### src/sv/wcsd_pkg.sv
// Shared types and constants for the weighted cache slot directory.
package wcsd_pkg;

  localparam int TAG_W    = 32;
  localparam int TIME_W   = 32;
  localparam int HITS_W   = 16;
  localparam int HW_W     = 10;
  localparam int OP_W     = 2;
  localparam int SIDX_W   = 6;
  localparam int GAIN_W   = HITS_W + HW_W;
  localparam int AGE_W    = TIME_W + 1;
  localparam int WEIGHT_W = AGE_W + 2;

  localparam logic [OP_W-1:0]   OP_LOOKUP = 2'd0;
  localparam logic [OP_W-1:0]   OP_INSERT = 2'd1;
  localparam logic [OP_W-1:0]   OP_HIT    = 2'd2;

  localparam logic [HITS_W-1:0] HITS_MAX       = 16'hFFFF;
  localparam logic [HW_W-1:0]   HIT_WEIGHT_RST = 10'd10;

  // One slot of the directory store.
  typedef struct packed {
    logic [TAG_W-1:0]  tag;
    logic [TIME_W-1:0] stamp;
    logic [HITS_W-1:0] hits;
  } entry_t;

  // What the weight unit reports about one scanned slot.
  typedef struct packed {
    logic                     vld;
    logic                     empty;
    logic                     match;
    logic [GAIN_W-1:0]        gain;
    logic signed [AGE_W-1:0]  age;
  } score_t;

endpackage

### src/sv/wcsd_weight_unit.sv
// Shared scoring stage: tag compare, hit gain product and signed age of one slot.
module wcsd_weight_unit #(
  parameter int IDX_W = 6
) (
  input  logic                        clk,
  input  logic                        rst_n,
  input  logic                        rd_vld,
  input  logic [IDX_W-1:0]            rd_idx,
  input  wcsd_pkg::entry_t            entry,
  input  logic                        entry_valid,
  input  logic [wcsd_pkg::TAG_W-1:0]  tag,
  input  logic [wcsd_pkg::TIME_W-1:0] now,
  input  logic [wcsd_pkg::HW_W-1:0]   hit_weight,
  output wcsd_pkg::score_t            score,
  output logic [IDX_W-1:0]            score_idx
);

  wcsd_pkg::score_t score_r;
  wcsd_pkg::score_t score_nxt;
  logic [IDX_W-1:0] idx_r;

  always_comb begin
    score_nxt.vld   = rd_vld;
    score_nxt.empty = !entry_valid;
    score_nxt.match = (entry.tag == tag);
    score_nxt.gain  = wcsd_pkg::GAIN_W'(entry.hits) * wcsd_pkg::GAIN_W'(hit_weight);
    // Exact signed difference: a stamp in the future gives a negative age.
    score_nxt.age   = $signed({1'b0, now}) - $signed({1'b0, entry.stamp});
  end

  always_ff @(posedge clk) begin
    if (!rst_n) begin
      score_r.vld <= 1'b0;
    end else begin
      score_r.vld <= score_nxt.vld;
    end
    score_r.empty <= score_nxt.empty;
    score_r.match <= score_nxt.match;
    score_r.gain  <= score_nxt.gain;
    score_r.age   <= score_nxt.age;
    idx_r         <= rd_idx;
  end

  assign score     = score_r;
  assign score_idx = idx_r;

endmodule

### config.mk
export PLATFORM = sky130hd
export DESIGN_NAME = wcsd_weight_unit
export DESIGN_NICKNAME = d
export VERILOG_FILES = /design/src/sv/wcsd_pkg.sv /design/src/sv/wcsd_weight_unit.sv
export SDC_FILE = /design/constraint.sdc
export NUM_CORES = 1
export LEC_CHECK = 0
export BUFFER_PORTS_ARGS = -buffer_cell sky130_fd_sc_hd__buf_4
export CORE_ASPECT_RATIO = 1.5
export CORE_UTILIZATION = 45
export CTS_CLUSTER_SIZE = 28
export DETAILED_ROUTE_END_ITERATION = 8
export PLACE_DENSITY = 0.77
export SYNTH_ARGS = -nofsm -noshare
export SYNTH_HDL_FRONTEND = slang
export SYNTH_SLANG_ARGS = --single-unit
### constraint.sdc
create_clock -name clk -period 10.45 [get_ports clk]
set_input_delay 2.09 -clock clk [delete_from_list [all_inputs] [get_ports clk]]
set_output_delay 2.09 -clock clk [all_outputs]
set_load 0.02 [all_outputs]
==> results_dict.tcl <==
set metrics [dict create \
    status "finished clean" \
    cp.buffers_inverters 4 \
    yosys.cell_count.top_type "inv_1" \
    slowest_delay_ns 0.54 \
    setup_ws_ns 3.491 \
    grt_pass1_vias 8047 \
    post-route-min-period_ns 6.959 \
    drc 0 \
    grtUsageTotal_pct 24.74 \
    cp_slowest_cell "fa_1" \
    maxCapViolations 0 \
    fin_nets 1576 \
    pwr-share-clk_pct 13.4 \
    fin_crit_sh_pct 66.60 \
    synthTopCellsByCount "156 x inv_1, 111 x fa_1, 110 x nand2_1, 93 x ha_1, 88 x and2_1" \
    whs_path_depth 1 \
    diodes 0 \
    ys_types 58 \
    grt_max_degree 17 \
    dp_hpwl_microns 20110 \
    yosys_warnings 0 \
    ys_ff_latch 68 \
    die_h_microns 173.1 \
    cpMostUsedCell "fa_1" \
    row_count 62 \
    p_leak_uw 0.005759 \
    cp_top_family "adder cells" \
    hold_viol 0 \
    die-width_microns 116.0 \
    max_freq_mhz 143.7 \
    holdBufCountCts 0 \
    drtIter0Drc 320 \
    power.density_nw_per_um2 227.8 \
    firstDrtPassIters 5 \
    post_cts_buffers 0 \
    grt_pass1_wl_microns 38300 \
    ys_seq_area_share_pct 15.51 \
    rsz0062_at_grt "false" \
    p_int_uw 1345 \
    hold_end "score_idx[0]$_DFF_P_" \
    start_util_pct 45.81 \
    wl_microns 23640 \
    cts_buffers 9 \
    swShare_pct 46.28 \
    place_ws_ns 3.177 \
    cts_tree "yes" \
    dominantRegCellSynth "dfxtp_1" \
    core_sq_um 19160 \
    clkSlewWorstSetupHoldPaths_ns 0.06 \
    power_uw 2505 \
    synth-edff-count 0 \
    worstPathArrival_ns 7.18 \
    dieArea_sq_um 20080 \
    setup_viol 0 \
    cp.required_ns 10.67 \
    postCtsResizedCells 0 \
    ys_async_sr_fraction_pct 0 \
    yosys.area.top_type "fa_1" \
    antenna_found_initial 0 \
    slew_headroom_pct 45.91 \
    power_frac_seq_pct 15.5 \
    peakVddDrop_uv 121.4 \
    synthTopCellsByArea "fa_1 25%, dfxtp_1 16%, ha_1 13%" \
    clk_path_buf_depth 2 \
    htree_levels 3 \
    crit_path_end_kind "register" \
    num_vias 7673 \
    cp.depth 18 \
    path_cells "buf_4 > nand2_1 > fa_1 > inv_1 > fa_1 > fa_1 > fa_1 > inv_1 > fa_1 > inv_1 > ha_1 > and3_1 > o211ai_1 > nor4b_1 > nor2_1 > o311ai_0 > a31oi_1 > xnor2_1" \
    cts_sinks 68 \
    synth.net_count 1373 \
    ios 232 \
    area.growth.synth_to_final_pct 25.24 \
    crit_fanout 16 \
    yosys.area.top_type_share_pct 25.31 \
    wl_per_cell_microns 16.09 \
    p_comb_share_pct 71.1 \
    maxSlewViolCount 0 \
    gp_congestion 0.9242 \
    viasPerCell 5.223 \
    hp-class "input pin to register" \
    clock_tree.root_cell "clkbuf_16" \
    min-delay-start "rd_idx[0]" \
    start_kind "input pin" \
    drive_gt1_share_pct 21.35 \
    grt.overflow.total 0 \
    io_buffers 231 \
    ant_nets 0 \
    worst_pin_slew_ns 0.8040 \
    syn_area_sq_um 8778 \
    crit_type "input pin to register" \
    syn_inst 1005 \
    avgSynthCellArea_sq_um 8.735 \
    setup_tns_ns 0 \
    p_sw_uw 1159 \
]
-- how the worst max path moves through the flow --
stage	startpoint	endpoint	slack (ns)
final	hit_weight[1]	score[56]$_DFF_P_	3.49
after global routing	hit_weight[1]	score[56]$_DFF_P_	3.18
after CTS	hit_weight[1]	score[56]$_DFF_P_	3.52
after detailed placement	hit_weight[1]	score[56]$_DFF_P_	3.18
after global placement	hit_weight[1]	score[56]$_DFF_P_	3.26
after floorplan	hit_weight[1]	score[55]$_DFF_P_	3.62
-- layer usage --
layer	track usage, %	up-vias	wire, microns
li1	-	3645	-
met1	24.64	3664	8306
met4	13.25	0	1175
met2	47.22	304	12990
met3	4.066	60	1171
met5	0	-	0
-- registers in the layout, summed over array words and instances (netlist names) --
register	cells
score	62
score_idx	6
-- power by group through the flow --
stage               clock network (uW)  logic, uW  registers (uW)
floorplan                            0       1190             481
global placement                     0       1740             394
detailed placement                   0       1780             393
CTS                                346       1790             390
global route                       355       2000             397
finish                             336       1780             389
-- cell families (layout without fill, tap and decap cells) --
logic type / after synthesis / in the layout / share of synthesized area (%)
flops: 68 / 68 / 15.51
mux: 1 / 1 / 0.1140
fa+ha+maj: 204 / 204 / 38.57
compound gates: 163 / 163 / 12.51
buf+inv: 195 / 403 / 8.566
simple gates: 293 / 293 / 16.65
xor+xnor: 81 / 81 / 8.082
-- layout make-up --
class                           count  area, sq um
Clock buffer                       11        242.7
Clock inverter                      5        85.08
Fill cell                        1766         8167
Inverter                          156        585.6
Multi-Input combinational cell    742         6665
Sequential cell                    68         1361
Tap cell                          256        320.3
Timing Repair Buffer              231         1734
-- layout by cell type (no fill, tap or decap), types with 33 or more instances in the layout --
master,instances
ha_1,93
and2_1,88
xor2_1,49
inv_1,156
nand2_1,110
nor2_1,33
a21oi_1,44
fa_1,111
dfxtp_1,68
buf_4,231
-- stage by stage --
step / hold WS [ns] / std cells / area [sq um] / util, %
floorplan: 2.118 / 1005 / 8778 / -
global placement: 2.195 / 1453 / 10670 / 55.67
CTS: 1.839 / 1469 / 10990 / 57.38
global route: 1.838 / 1469 / 10990 / 57.38
detailed placement: 2.196 / 1453 / 10670 / 55.67
finish: 1.853 / 1469 / 10990 / 57.38
No activity file was read; power rests on OpenSTA's default activity.
